$ cat src/rtl/olad_pkg.sv
// shared types and constants for the ordered list core
// used by the controller, datapath and top modules of the block, depends on nothing
package olad_pkg;

	localparam int CAPACITY_DEF = 16;
	localparam int DATA_W       = 32;

	typedef enum logic [1:0] {
		CMD_APPEND   = 2'd0,
		CMD_DELETE   = 2'd1,
		CMD_TRAVERSE = 2'd2,
		CMD_NONE     = 2'd3
	} cmd_t;

	typedef enum logic [2:0] {
		ST_APPENDED  = 3'd0,
		ST_DELETED   = 3'd1,
		ST_NOT_FOUND = 3'd2,
		ST_FULL      = 3'd3,
		ST_ELEMENT   = 3'd4,
		ST_EMPTY     = 3'd5
	} status_t;

	typedef enum logic [1:0] {
		ELEM_VAL   = 2'd0,
		ELEM_RDATA = 2'd1,
		ELEM_ZERO  = 2'd2
	} elem_sel_t;

	typedef struct packed {
		logic      load;
		logic      idx_clr;
		logic      idx_inc;
		logic      rd_en;
		logic      rd_next;
		logic      wr_en;
		logic      wr_shift;
		logic      cnt_inc;
		logic      cnt_dec;
		logic      emit;
		status_t   status;
		elem_sel_t elem_sel;
		logic      last;
	} dp_cmd_t;

	typedef struct packed {
		logic full;
		logic empty;
		logic match;
		logic idx_at_cnt;
		logic idx_last;
	} dp_stat_t;

endpackage

$ cat src/rtl/olad_ram.sv
// generic single write, single read ram with registered read data
// no package dependency
module olad_ram #(
	parameter int WIDTH = 32,
	parameter int DEPTH = 16,
	localparam int ADDR_W = (DEPTH > 1) ? $clog2(DEPTH) : 1
) (
	input  logic              clk,
	input  logic              we,
	input  logic [ADDR_W-1:0] waddr,
	input  logic [WIDTH-1:0]  wdata,
	input  logic              re,
	input  logic [ADDR_W-1:0] raddr,
	output logic [WIDTH-1:0]  rdata
);

	logic [WIDTH-1:0] mem_q [DEPTH];
	logic [WIDTH-1:0] rdata_q;

	always_ff @(posedge clk) begin
		if (we) begin
			mem_q[waddr] <= wdata;
		end
		if (re) begin
			rdata_q <= mem_q[raddr];
		end
	end

	assign rdata = rdata_q;

endmodule

$ cat src/rtl/olad_dp.sv
// datapath: entry store, fill count, scan index, result registers
// depends on olad_pkg and olad_ram
module olad_dp #(
	parameter int CAPACITY = olad_pkg::CAPACITY_DEF,
	localparam int CNT_W  = $clog2(CAPACITY + 1),
	localparam int ADDR_W = (CAPACITY > 1) ? $clog2(CAPACITY) : 1
) (
	input  logic                       clk,
	input  logic                       arst_n,
	input  olad_pkg::dp_cmd_t          cmd,
	output olad_pkg::dp_stat_t         stat,
	input  logic signed [31:0]         value,
	output logic                       strobe,
	output logic [2:0]                 status,
	output logic signed [31:0]         element,
	output logic                       last
);

	logic [31:0]       val_q;
	logic [CNT_W-1:0]  cnt_q;
	logic [CNT_W-1:0]  idx_q;
	logic [CNT_W:0]    idx_p1;
	logic              strobe_q;
	logic [2:0]        status_q;
	logic [31:0]       element_q;
	logic              last_q;
	logic [31:0]       rdata;
	logic [ADDR_W-1:0] waddr;
	logic [ADDR_W-1:0] raddr;
	logic [31:0]       wdata;
	logic [31:0]       elem_d;

	assign idx_p1 = {1'b0, idx_q} + {{CNT_W{1'b0}}, 1'b1};

	assign waddr = cmd.wr_shift ? idx_q[ADDR_W-1:0] : cnt_q[ADDR_W-1:0];
	assign wdata = cmd.wr_shift ? rdata : val_q;
	assign raddr = cmd.rd_next ? idx_p1[ADDR_W-1:0] : idx_q[ADDR_W-1:0];

	olad_ram #(
		.WIDTH(olad_pkg::DATA_W),
		.DEPTH(CAPACITY)
	) u_ram (
		.clk  (clk),
		.we   (cmd.wr_en),
		.waddr(waddr),
		.wdata(wdata),
		.re   (cmd.rd_en),
		.raddr(raddr),
		.rdata(rdata)
	);

	always_comb begin
		stat.full       = (cnt_q == CNT_W'(CAPACITY));
		stat.empty      = (cnt_q == '0);
		stat.match      = (rdata == val_q);
		stat.idx_at_cnt = (idx_q == cnt_q);
		stat.idx_last   = (idx_p1 == {1'b0, cnt_q});
	end

	always_comb begin
		unique case (cmd.elem_sel)
			olad_pkg::ELEM_VAL:   elem_d = val_q;
			olad_pkg::ELEM_RDATA: elem_d = rdata;
			default:              elem_d = '0;
		endcase
	end

	always_ff @(posedge clk or negedge arst_n) begin
		if (!arst_n) begin
			cnt_q    <= '0;
			idx_q    <= '0;
			strobe_q <= 1'b0;
		end else begin
			if (cmd.cnt_inc) begin
				cnt_q <= cnt_q + CNT_W'(1);
			end else if (cmd.cnt_dec) begin
				cnt_q <= cnt_q - CNT_W'(1);
			end
			if (cmd.idx_clr) begin
				idx_q <= '0;
			end else if (cmd.idx_inc) begin
				idx_q <= idx_p1[CNT_W-1:0];
			end
			strobe_q <= cmd.emit;
		end
	end

	always_ff @(posedge clk) begin
		if (cmd.load) begin
			val_q <= value;
		end
		if (cmd.emit) begin
			status_q  <= cmd.status;
			element_q <= elem_d;
			last_q    <= cmd.last;
		end
	end

	assign strobe  = strobe_q;
	assign status  = status_q;
	assign element = element_q;
	assign last    = last_q;

endmodule

$ cat src/rtl/olad_ctrl.sv
// controller state machine sequencing append, delete and traverse
// depends on olad_pkg
module olad_ctrl (
	input  logic               clk,
	input  logic               arst_n,
	input  logic               start,
	input  logic [1:0]         cmd,
	output logic               busy,
	input  olad_pkg::dp_stat_t stat,
	output olad_pkg::dp_cmd_t  dp
);

	typedef enum logic [2:0] {
		S_IDLE,
		S_APP,
		S_DEL_RD,
		S_DEL_CHK,
		S_SH_RD,
		S_SH_WR,
		S_TRAV_RD,
		S_TRAV_OUT
	} state_t;

	state_t state_q;
	state_t state_d;

	always_comb begin
		state_d     = state_q;
		dp          = '0;
		dp.status   = olad_pkg::ST_APPENDED;
		dp.elem_sel = olad_pkg::ELEM_VAL;
		dp.last     = 1'b1;
		unique case (state_q)
			S_IDLE: begin
				if (start) begin
					dp.load    = 1'b1;
					dp.idx_clr = 1'b1;
					unique case (olad_pkg::cmd_t'(cmd))
						olad_pkg::CMD_APPEND:   state_d = S_APP;
						olad_pkg::CMD_DELETE:   state_d = S_DEL_RD;
						olad_pkg::CMD_TRAVERSE: state_d = S_TRAV_RD;
						default:                state_d = S_IDLE;
					endcase
				end
			end
			S_APP: begin
				dp.emit = 1'b1;
				if (stat.full) begin
					dp.status = olad_pkg::ST_FULL;
				end else begin
					dp.wr_en   = 1'b1;
					dp.cnt_inc = 1'b1;
					dp.status  = olad_pkg::ST_APPENDED;
				end
				state_d = S_IDLE;
			end
			S_DEL_RD: begin
				if (stat.idx_at_cnt) begin
					dp.emit   = 1'b1;
					dp.status = olad_pkg::ST_NOT_FOUND;
					state_d   = S_IDLE;
				end else begin
					dp.rd_en = 1'b1;
					state_d  = S_DEL_CHK;
				end
			end
			S_DEL_CHK: begin
				if (stat.match) begin
					state_d = S_SH_RD;
				end else begin
					dp.idx_inc = 1'b1;
					state_d    = S_DEL_RD;
				end
			end
			S_SH_RD: begin
				if (stat.idx_last) begin
					dp.cnt_dec = 1'b1;
					dp.emit    = 1'b1;
					dp.status  = olad_pkg::ST_DELETED;
					state_d    = S_IDLE;
				end else begin
					dp.rd_en   = 1'b1;
					dp.rd_next = 1'b1;
					state_d    = S_SH_WR;
				end
			end
			S_SH_WR: begin
				dp.wr_en    = 1'b1;
				dp.wr_shift = 1'b1;
				dp.idx_inc  = 1'b1;
				state_d     = S_SH_RD;
			end
			S_TRAV_RD: begin
				if (stat.empty) begin
					dp.emit     = 1'b1;
					dp.status   = olad_pkg::ST_EMPTY;
					dp.elem_sel = olad_pkg::ELEM_ZERO;
					state_d     = S_IDLE;
				end else begin
					dp.rd_en = 1'b1;
					state_d  = S_TRAV_OUT;
				end
			end
			S_TRAV_OUT: begin
				dp.emit     = 1'b1;
				dp.status   = olad_pkg::ST_ELEMENT;
				dp.elem_sel = olad_pkg::ELEM_RDATA;
				dp.last     = stat.idx_last;
				if (stat.idx_last) begin
					state_d = S_IDLE;
				end else begin
					dp.idx_inc = 1'b1;
					state_d    = S_TRAV_RD;
				end
			end
			default: begin
				state_d = S_IDLE;
			end
		endcase
	end

	always_ff @(posedge clk or negedge arst_n) begin
		if (!arst_n) begin
			state_q <= S_IDLE;
		end else begin
			state_q <= state_d;
		end
	end

	assign busy = (state_q != S_IDLE);

endmodule

$ cat src/rtl/ordered_list_append_delete_core.sv
// ordered list core: bounded head-to-tail list of signed 32-bit words
// command channel in, strobed result channel out
// depends on olad_pkg, olad_ctrl, olad_dp, olad_ram
//
// a command word (cmd, value) is taken at a rising edge with start high and
// busy low. results leave on status, element and last, each valid for the
// single cycle in which strobe is high; the receiver cannot stall them, and
// last marks the final result of a command.
// append: one result, strobed via the S_APP state and the strobe register; busy
//   for one cycle.
// delete: scans entries up to the match, each entry read then checked, then
//   moves each entry behind it up by one, each entry read then written; one
//   result at the end.
// traverse: one result per entry, each entry read then output, or one result
//   with list empty status.
// these steps come from the one-read-port registered read of the entry store:
//   each step reads one entry and uses it in the following cycle.
// command code 3 is dropped with no result.
// reset empties the list at once; store contents are not cleared.
module ordered_list_append_delete_core #(
	parameter int CAPACITY = olad_pkg::CAPACITY_DEF
) (
	input  logic               clk,
	input  logic               arst_n,
	input  logic               start,
	input  logic [1:0]         cmd,
	input  logic signed [31:0] value,
	output logic               busy,
	output logic               strobe,
	output logic [2:0]         status,
	output logic signed [31:0] element,
	output logic               last
);

	olad_pkg::dp_cmd_t  dp_cmd;
	olad_pkg::dp_stat_t dp_stat;

	olad_ctrl u_ctrl (
		.clk   (clk),
		.arst_n(arst_n),
		.start (start),
		.cmd   (cmd),
		.busy  (busy),
		.stat  (dp_stat),
		.dp    (dp_cmd)
	);

	olad_dp #(
		.CAPACITY(CAPACITY)
	) u_dp (
		.clk    (clk),
		.arst_n (arst_n),
		.cmd    (dp_cmd),
		.stat   (dp_stat),
		.value  (value),
		.strobe (strobe),
		.status (status),
		.element(element),
		.last   (last)
	);

endmodule
$ cat config.mk
export PLATFORM = sky130hd
export DESIGN_NAME = ordered_list_append_delete_core
export DESIGN_NICKNAME = d
export VERILOG_FILES = /design/src/rtl/olad_pkg.sv /design/src/rtl/olad_ram.sv /design/src/rtl/olad_dp.sv /design/src/rtl/olad_ctrl.sv /design/src/rtl/ordered_list_append_delete_core.sv
export SDC_FILE = /design/constraint.sdc
export NUM_CORES = 1
export LEC_CHECK = 0
export BUFFER_PORTS_ARGS = -buffer_cell sky130_fd_sc_hd__buf_2
export CELL_PAD_IN_SITES_DETAIL_PLACEMENT = 2
export CELL_PAD_IN_SITES_GLOBAL_PLACEMENT = 2
export CORE_MARGIN = 10
export CORE_UTILIZATION = 30
export DETAILED_ROUTE_END_ITERATION = 8
export GPL_ROUTABILITY_DRIVEN = 0
export PLACE_DENSITY = 0.6
export SYNTH_ARGS = -nofsm -noshare
export SYNTH_HDL_FRONTEND = slang
export SYNTH_SLANG_ARGS = --single-unit
$ cat constraint.sdc
create_clock -name clk -period 7.4 [get_ports clk]
set_input_delay 0.74 -clock clk [delete_from_list [all_inputs] [get_ports clk]]
set_output_delay 0.74 -clock clk [all_outputs]
set_load 0.05 [all_outputs]
# After elaboration in Yosys (flattened, before gate mapping)
# Memory sizes are Yosys's and may differ from the RTL's. A register that Yosys moved wholly into a read port is not among the register bits.
# Index checks and enable logic that the tools add are counted.
dict set report word_totals {
  ff_bits 82
  ram_bits 512
  wordCells 73
  mem_count 1
}
# memory words word_bits rd rd_ports_with_merged_regs write_ports line_no
set mem_list {}
lappend mem_list {u_dp.u_ram.mem_q 16 32 1 1 1 olad_ram.sv:17} ;# logic [WIDTH-1:0] mem_q [DEPTH];
dict set report classes {
  add_sub_neg 3
  eq_ne 15
  n_mux 39
  n_reduce_logical 7
}
# op count
set op_table {}
lappend op_table {{case mux 32 bit (2 select lines)} 1}
lappend op_table {{== test 32 bit} 1}
lappend op_table {{two-way mux 32 bit} 1}
lappend op_table {{two-way mux 5 bit} 5}
lappend op_table {{case mux 3 bit (8 select lines)} 1}
lappend op_table {{case mux 4 bit (5 select lines)} 1}
lappend op_table {{two-way mux 3 bit} 5}
lappend op_table {{== test 3 bit, second input constant} 4}
lappend op_table {{two-way mux 4 bit} 3}
lappend op_table {{two-way mux 1 bit} 11}
lappend op_table {{two-way mux 2 bit} 5}
lappend op_table {{case mux 3 bit (3 select lines)} 1}
lappend op_table {{adder 5 x 1 -> 6 bit, second input constant} 1}
lappend op_table {{== test 3 x 2 -> 1 bit, second input constant} 2}
lappend op_table {{== test 6 x 5 -> 1 bit} 1}
lappend op_table {{two-way mux 6 bit} 1}
lappend op_table {{case mux 1 bit (3 select lines)} 2}
lappend op_table {{adder 5 x 1 -> 5 bit, second input constant} 1}
lappend op_table {{== test 5 bit} 1}
lappend op_table {{== test 5 bit, second input constant} 1}
lappend op_table {{logical NOT 5 bit} 1}
lappend op_table {{subtractor 5 x 1 -> 5 bit, second input constant} 1}
lappend op_table {{== test 2 x 1 -> 1 bit, second input constant} 2}
lappend op_table {{logical NOT 2 bit} 2}
lappend op_table {{8 further kinds} 9}

# Longest topological paths before layout
# Gate-level depths: netlist of the first run.
dict set report depth {
  depth_word 6
  depth_mapped 12
  ltp_nobuf 10
}

# Cells and area by module
# Synthesis of the first run repeated with hierarchy kept, for this count alone.
dict set report unflattened {
  cells_unflattened 1197
  hier_area_um2 24646.1
}
# module instances cells_each area_per_inst_um2
set by_module_without_submodules {}
lappend by_module_without_submodules {olad_ram 1 838 20155.6}
lappend by_module_without_submodules {olad_dp 1 299 4057.6}
lappend by_module_without_submodules {olad_ctrl 1 60 432.9}

# Worst setup path before layout of the first run
# Ideal clock, no wire load.
dict set report synth_timing {
  path_kind {flip-flop to flip-flop}
  from {register u_dp.idx_q[1]}
  to {register u_dp.u_ram.rdata_q[0] (netlist: u_dp.u_ram.rdata[0]) (read register of u_dp.u_ram.mem_q) (enable)}
  setup_time_ps 468
  arrival_ps 3847
  slack_ps 3085
  path_stages_with_launch 7
  n_path_buf 0
  cell_sequence {dfrtp_1 > ha_1 > and3b_1 > o221a_4 > nor2_1 > nor2_1 > o21ai_0}
}
# element line_no
set synth_rtl {}
lappend synth_rtl {{start, declared} olad_dp.sv:21} ;# logic [CNT_W-1:0] idx_q;
lappend synth_rtl {{start signal, assigned} olad_dp.sv:82} ;# idx_q <= idx_p1[CNT_W-1:0];
lappend synth_rtl {{end, declared} olad_ram.sv:18} ;# logic [WIDTH-1:0] rdata_q;

# Worst setup path after layout of the first run
dict set report layout_timing {
  from {register u_dp.idx_q[0]}
  to {register u_dp.u_ram.rdata_q[13] (netlist: u_dp.u_ram.rdata[13]) (read register of u_dp.u_ram.mem_q), data pin}
}
dict set report layout_via {
  elab_chain_len 5
}
# element line_no
set layout_lines {}
lappend layout_lines {{adder 5 x 1 -> 6 bit} olad_dp.sv:33} ;# assign idx_p1 = {1'b0, idx_q} + {{CNT_W{1'b0}}, 1'b1};
lappend layout_lines {{== test 6 x 5 -> 1 bit} olad_dp.sv:57} ;# stat.idx_last = (idx_p1 == {1'b0, cnt_q});
lappend layout_lines {{two-way mux 2 bit} olad_ctrl.sv:76} ;# if (stat.idx_last) begin
lappend layout_lines {{two-way mux 1 bit} olad_ctrl.sv:33} ;# unique case (state_q)
lappend layout_lines {{two-way mux 4 bit} olad_dp.sv:37} ;# assign raddr = cmd.rd_next ? idx_p1[ADDR_W-1:0] : idx_q[ADDR_W-1:0];
# Several ways; a longest one is shown, not always the timed one.
# A chain may end at the register's enable or synchronous reset.

==> summary.md, run 1 <==
| Metric | Value |
|---|---|
| DR pass1 iterations | `5` |
| Vias | `22179` |
| Worst-Margin Slew | `1240 ps` |
| N_diodes | `0` |
| Post-synthesis net count | `2453` |
| Number of buffers and inverters on the critical path | `1` |
| Startpoint Class | `flop` |
| Clock Skews | `32.5 ps` |
| Delay-heaviest family, CP | `compound AO/OA/AOI/OAI gates` |
| Seq cells post-synth | `626` |
| Clock transition at path regs | `60 ps` |
| Reg2reg start | `u_dp.idx_q[0]$_DFFE_PN0P_` |
| Total GRT Usage | `19.5%` |
| Max-cap violations | `0` |
| Worst path cell trace | `ha_1 -> nand3_1 -> nor3_1 -> or2_4 -> a31oi_1 -> a211oi_4 -> buf_4 -> a22oi_1 -> nand4_1` |
| Die Ht | `333 um` |
| Period utilization | `64.3%` |
| CTS tree | `yes` |
| # setup viols final | `0` |
| R2r worst-path depth | `9` |
| Post-synthesis cell area | `29400 um^2` |
| Power Density | `454 nW/um^2` |
| Initial Util | `30.3%` |
| Critical path's largest stage delay | `1080 ps` |
| Hold buffer count at CTS | `0` |
| Fin cells | `3729` |
| Max clock buf depth | `3` |
| Die ar. | `111000 um^2` |
| Post-Syn Instances | `2409` |
| Util after Layout | `34.3%` |
| I/O pin count | `75` |
| Largest area contributor in the netlist | `edfxtp_1` |
| Area contributors post-synth | `edfxtp_1 (63%), nand2_1 (4.4%), a221oi_1 (3.8%), nand4_1 (2.9%), o2111ai_1 (2.9%)` |
| First-pass GRT wire length | `164000 um` |
| Synth warn | `0` |
| Row count | `114` |
| CTS Sinks | `626` |
| Post-CTS setup buffer count | `0` |
| Setup TNS | `0 ps` |
| Grt total ovfl | `0` |
| CTS resizes | `0` |
| Die width | `333 um` |
| Pleak | `10.8 nW` |
| Required @ worst endpoint | `7870 ps` |
| Number of synthesized flops with an enable pin | `612` |
| H-tree lvl count | `3` |
| # fillers | `10044` |
| Min cycle time layout | `4760 ps` |
| Core Area | `97000 um^2` |
| Post-synthesis async set-or-reset flop share | `2.24%` |
| Cell area after layout | `33200 um^2` |
| WP data arrival | `5230 ps` |
| Number of port buffers | `74` |
| Vias per cell | `5.95` |
| Antenna violations before repair | `6` |
| Post-DP Area | `31000 um^2` |
| Area growth syn-to-layout | `13.1%` |
| Skew-Pair Late Insertion Delay | `630 ps` |
| Sequential share of the synthesized area | `63.7%` |
| Max VDD drop | `0.391 mV` |
| Placed insts | `3599` |
| DRT iter0 DRCs | `1792` |
| Relative slew slack | `17.4%` |
| WHS | `33.3 ps` |
| Layout cells sized above 1 | `12.9%` |
| Post-DR wirelength/cell | `29.8 um` |
| Worst Path Class, Setup | `flop to flop` |
| Avg Synthesized Cell Area | `12.2 um^2` |
| Hpwl dp | `61600 um` |
| Post-synth top area share | `62.5%` |
| Number of hold violations in the final report | `0` |
| ANT nets after route | `0` |
| CP max-delay cell | `a211oi_4` |
| Final Net Count | `2442` |
| Fmax | `0.210 GHz` |
| Total CTS buffers | `73` |
| Largest net degree at the start of global routing | `156` |
| Outcome | `complete, no violations` |
| Clk root buf | `clkbuf_16` |
| Crit end category | `flop` |
| R2R Path End | `u_dp.u_ram.rdata[13]$_DFFE_PP_` |
| Prevailing post-synth register cell | `edfxtp_1` |
| CP max FO | `45` |
| HP Class | `input pin to async pin` |
| Vias in the first global route | `24168` |
| DRC errors left | `0` |
| RSZ-0062 raised after global routing | `no` |
| Worst R2R Setup Slack | `2640 ps` |
| Netlist cell types | `68` |
| Final WL | `111000 um` |
| Max-slew violation count | `0` |
==> power by group <==
group / total [W] / internal [W] / switching [W]
registers: 0.00529 / 0.00477 / 0.000525
clock network: 0.00345 / 0.00195 / 0.00150
logic: 0.00634 / 0.00178 / 0.00456
==> cell usage in the layout, fill, tap and decap left out, types with 3 or more instances in the layout <==
| cell | instances |
|---|---|
| a211oi_4 | 3 |
| a21o_1 | 3 |
| a21oi_1 | 166 |
| a221oi_1 | 128 |
| a22oi_1 | 65 |
| a31oi_1 | 10 |
| buf_2 | 74 |
| buf_4 | 49 |
| clkbuf_1 | 14 |
| clkbuf_16 | 76 |
| clkinv_1 | 20 |
| clkinv_2 | 10 |
| clkinvlp_4 | 4 |
| dfrtp_1 | 13 |
| edfxtp_1 | 612 |
| ha_1 | 6 |
| inv_1 | 109 |
| mux2_1 | 22 |
| mux2_2 | 44 |
| mux2i_1 | 5 |
| nand2_1 | 346 |
| nand2b_1 | 3 |
| nand3_1 | 100 |
| nand4_1 | 138 |
| nor2_1 | 18 |
| nor2_4 | 16 |
| nor2b_1 | 5 |
| nor3_1 | 13 |
| nor3b_1 | 4 |
| nor4_1 | 4 |
| o2111ai_1 | 96 |
| o211ai_1 | 3 |
| o21ai_0 | 106 |
| o22a_1 | 64 |
| xnor2_1 | 37 |
| xnor2_2 | 3 |
| xor2_1 | 5 |
==> per-layer routing <==
metal | wire length [um] | vias to the layer above | share of wire, % | global-route usage, %
li1 | - | 9401 | - | -
met1 | 48600 | 11874 | 44 | 25.5
met2 | 53000 | 697 | 48 | 32.8
met3 | 5950 | 203 | 5.4 | 2.87
met4 | 3400 | 4 | 3.1 | 6.66
met5 | 23 | - | 0.021 | 0
==> flip-flops by register name (all words and copies together) (netlist names) <==
signal and flops:
u_dp.val_q 32, u_dp.u_ram.rdata 32, u_dp.status 3, u_dp.u_ram.mem_q 512, u_dp.last 1, u_ctrl.state_q 3
u_dp.strobe 1, u_dp.cnt_q 5, u_dp.element 32, u_dp.idx_q 5
==> kinds of logic (layout without fill, tap and decap cells) <==
logic type      count (synthesis)  in the layout  synth area share, %
mux                            71             71                 2.70
fa+ha+maj                       8              8                0.358
flops                         626            626                 63.7
compound gates                674            674                 16.4
buf+inv                       319            363                 4.81
xor+xnor                       47             47                 1.50
simple gates                  664            664                 10.5
==> how the worst max path moves through the flow <==
stage	startpoint	endpoint	slack [ps]	cells past startpoint
4_1_cts	u_dp.idx_q[0]$_DFFE_PN0P_	u_dp.u_ram.rdata[13]$_DFFE_PP_	2670	9
5_1_grt	u_dp.idx_q[0]$_DFFE_PN0P_	u_dp.u_ram.rdata[30]$_DFFE_PP_	2410	9
3_3_place_gp	u_dp.idx_q[0]$_DFFE_PN0P_	u_dp.u_ram.rdata[30]$_DFFE_PP_	2850	9
2_1_floorplan	u_dp.idx_q[1]$_DFFE_PN0P_	u_dp.u_ram.rdata[0]$_DFFE_PP_	3080	6
6_report	u_dp.idx_q[0]$_DFFE_PN0P_	u_dp.u_ram.rdata[13]$_DFFE_PP_	2640	9
3_5_place_dp	u_dp.idx_q[0]$_DFFE_PN0P_	u_dp.u_ram.rdata[13]$_DFFE_PP_	2710	9
==> stage by stage <==
stage | power [W] | setup slack (ps)
after global routing | 0.0159 | 2410
after CTS | 0.0152 | 2670
after floorplan | 0.00938 | 3080
after global placement | 0.0114 | 2850
after detailed placement | 0.0117 | 2710
final | 0.0151 | 2640
==> synth_stat cells, types with 4 or more instances <==
library cell	n
a31oi_1	10
mux2i_1	5
nor4_1	4
a21oi_1	166
mux2_1	22
ha_1	6
nor2_1	35
nor3b_1	4
nand4_1	138
inv_1	109
o21ai_0	107
nand3_1	100
a22oi_1	66
o2111ai_1	96
nor2b_1	5
buf_4	5
nand2_1	347
clkbuf_1	114
mux2_2	44
xor2_1	5
o22a_1	64
a221oi_1	128
buf_1	17
buf_6	17
edfxtp_1	612
xnor2_1	38
nor3_1	14
dfrtp_1	14
a211oi_2	4
buf_2	57
==> cell type report <==
type,instances,area [um^2],share of cell area (%)
inverters,109,409,1.23
well taps,1276,1600,4.80
clock inverters,40,287,0.862
flip-flops and latches,626,18700,56.4
multi-input cells,1464,9500,28.6
repair buffers,124,758,2.28
clock buffers,90,1950,5.88
Power figures use the tool's default switching activity.
==> run 2, diff against run 1 <==
==> constraint.sdc (replaced) <==
create_clock -name clk -period 4.7 [get_ports clk]
set_input_delay 0.47 -clock clk [delete_from_list [all_inputs] [get_ports clk]]
set_output_delay 0.47 -clock clk [all_outputs]
set_load 0.05 [all_outputs]
==> summary.md, run 2 (synthesis results as in run 1) <==
| Metric | Value |
|---|---|
| Seq. cell area | `18700 um^2` |
| Power Density | `718 nW/um^2` |
| Initial Util | `30.3%` |
| Placed insts | `3608` |
| Row count | `114` |
| CTS Sinks | `626` |
| Worst path cell trace | `ha_1 -> xor2_2 -> nor2_1 -> o21ai_0 -> o21ai_0 -> a22o_2 -> buf_12 -> o22a_1 -> nand4_1` |
| Hold buffer count at CTS | `21` |
| Skew-Pair Late Insertion Delay | `640 ps` |
| Post-CTS setup buffer count | `0` |
| Clock Skews | `26.2 ps` |
| First-pass GRT wire length | `167000 um` |
| DRC errors left | `0` |
| Final Net Count | `2472` |
| CTS resizes | `0` |
| Layout cells sized above 1 | `13.0%` |
| Fmax | `0.245 GHz` |
| Top cell by count, worst path | `o21ai_0` |
| H-tree lvl count | `3` |
| Period utilization | `87.0%` |
| Grt total ovfl | `0` |
| Largest net degree at the start of global routing | `165` |
| Fin cells | `3761` |
| Vias | `22258` |
| Max reg flops | `512` |
| Core Area | `97000 um^2` |
| ANT nets after route | `0` |
| HP Class | `input pin to flop` |
| Final WL | `113000 um` |
| # fillers | `9997` |
| Total CTS buffers | `73` |
| Max-slew violation count | `0` |
| Total GRT Usage | `19.8%` |
| Worst R2R Setup Slack | `610 ps` |
| Setup TNS | `0 ps` |
| Number of hold violations in the final report | `0` |
| Hpwl dp | `62600 um` |
| # setup viols final | `0` |
| Multi-input logic area | `9500 um^2` |
| Required @ worst endpoint | `5060 ps` |
| Vias per cell | `5.92` |
| Antenna violations before repair | `4` |
| Delay-heaviest family, CP | `compound AO/OA/AOI/OAI gates` |
| CP max-delay cell | `a22o_2` |
| Worst Path Class, Setup | `flop to flop` |
| DRT iter0 DRCs | `1713` |
| Critical path's largest stage delay | `730 ps` |
| Clk root buf | `clkbuf_16` |
| Startpoint Class | `flop` |
| CP max FO | `18` |
| Die width | `333 um` |
| CTS tree | `yes` |
| Worst-Margin Slew | `1130 ps` |
| Commonest non-fill, non-tap cell in the layout | `edfxtp_1` |
| Die Ht | `333 um` |
| Vias in the first global route | `24496` |
| Min cycle time layout | `4090 ps` |
| Crit end category | `flop` |
| Max clock buf depth | `3` |
| Outcome | `complete, no violations` |
| Commonest non-fill, non-tap cells in the layout | `edfxtp_1 (612), nand2_1 (346), a21oi_1 (166)` |
| Max-cap violations | `0` |
| WP data arrival | `4450 ps` |
| Max VDD drop | `0.751 mV` |
| Relative slew slack | `24.8%` |
| Clock transition at path regs | `60 ps` |
| I/O pin count | `75` |
| Number of buffers and inverters on the critical path | `1` |
| RSZ-0062 raised after global routing | `no` |
| Die ar. | `111000 um^2` |
| Post-DR wirelength/cell | `30.1 um` |
| Largest Register | `u_dp.u_ram.mem_q` |
| N_diodes | `0` |
| Area growth syn-to-layout | `14.9%` |
| Number of port buffers | `74` |
| DR pass1 iterations | `6` |
| Pleak | `11.0 nW` |
## run 2: cell count changes in the layout (fill, tap and decap cells not counted), sizes merged
cell         before  now
dlygate4sd3       0   21
clkbuf           90   94
clkinvlp          4    1
clkinv           33   29
bufinv            2    7
buf             124  133
## run 2: where the power goes
group	leakage (nW)	internal, W	switching (W)
clock	1.14	0.00335	0.00237
combinational	4.16	0.00293	0.00733
sequential	5.73	0.00751	0.000768
## run 2: worst paths after layout
kind                                            from                             to  cells past startpoint
max                        u_dp.idx_q[1]$_DFFE_PN0P_  u_dp.u_ram.rdata[0]$_DFFE_PP_                      9
min                                        value[24]       u_dp.val_q[24]$_DFFE_PP_                      1
max reg2reg                u_dp.idx_q[1]$_DFFE_PN0P_  u_dp.u_ram.rdata[0]$_DFFE_PP_                      9
min reg2reg                u_dp.cnt_q[4]$_DFFE_PN0P_      u_dp.cnt_q[4]$_DFFE_PN0P_                      1
max in group asynchronous                     arst_n      u_dp.idx_q[0]$_DFFE_PN0P_                      2
min in group asynchronous                     arst_n      u_dp.idx_q[4]$_DFFE_PN0P_                      2
## run 2: per-stage QoR
| step | hold WS [ps] | power, W | cell area, um^2 | util, % | setup slack, ps |
|---|---|---|---|---|---|
| 2_1_floorplan | 174 | 0.0148 | 29400 | - | 385 |
| 3_3_place_gp | 403 | 0.0182 | 31200 | 32.2 | 832 |
| 3_5_place_dp | 406 | 0.0186 | 31200 | 32.2 | 676 |
| 4_1_cts | 1.53 | 0.0244 | 33800 | 34.8 | 648 |
| 5_1_grt | 10.3 | 0.0255 | 33800 | 34.8 | 363 |
| 6_report | 27.0 | 0.0243 | 33800 | 34.8 | 612 |
## run 2: worst reg2reg max path: stages (launching register included)
cell     delay (ps)
dfrtp_1         690
ha_1            430
xor2_2          270
nor2_1          260
o21ai_0         270
o21ai_0         530
a22o_2          730
buf_12          340
o22a_1          190
nand4_1         120
## run 2: final cells by class
| class | count | area share, % |
|---|---|---|
| Clock buffer | 94 | 5.83 |
| Multi-Input combinational cell | 1464 | 28.1 |
| Clock inverter | 38 | 1.17 |
| Sequential cell | 626 | 55.5 |
| Inverter | 109 | 1.21 |
| Timing Repair Buffer | 154 | 3.48 |
| Tap cell | 1276 | 4.73 |
## run 2: per-layer routing
metal | routed length [um] | global-route usage (%) | vias to the layer above
li1 | - | - | 9448
met1 | 48300 | 25.1 | 11896
met2 | 55200 | 34.0 | 726
met3 | 6500 | 3.38 | 188
met4 | 3070 | 6.11 | 0
met5 | 0 | 0 | -
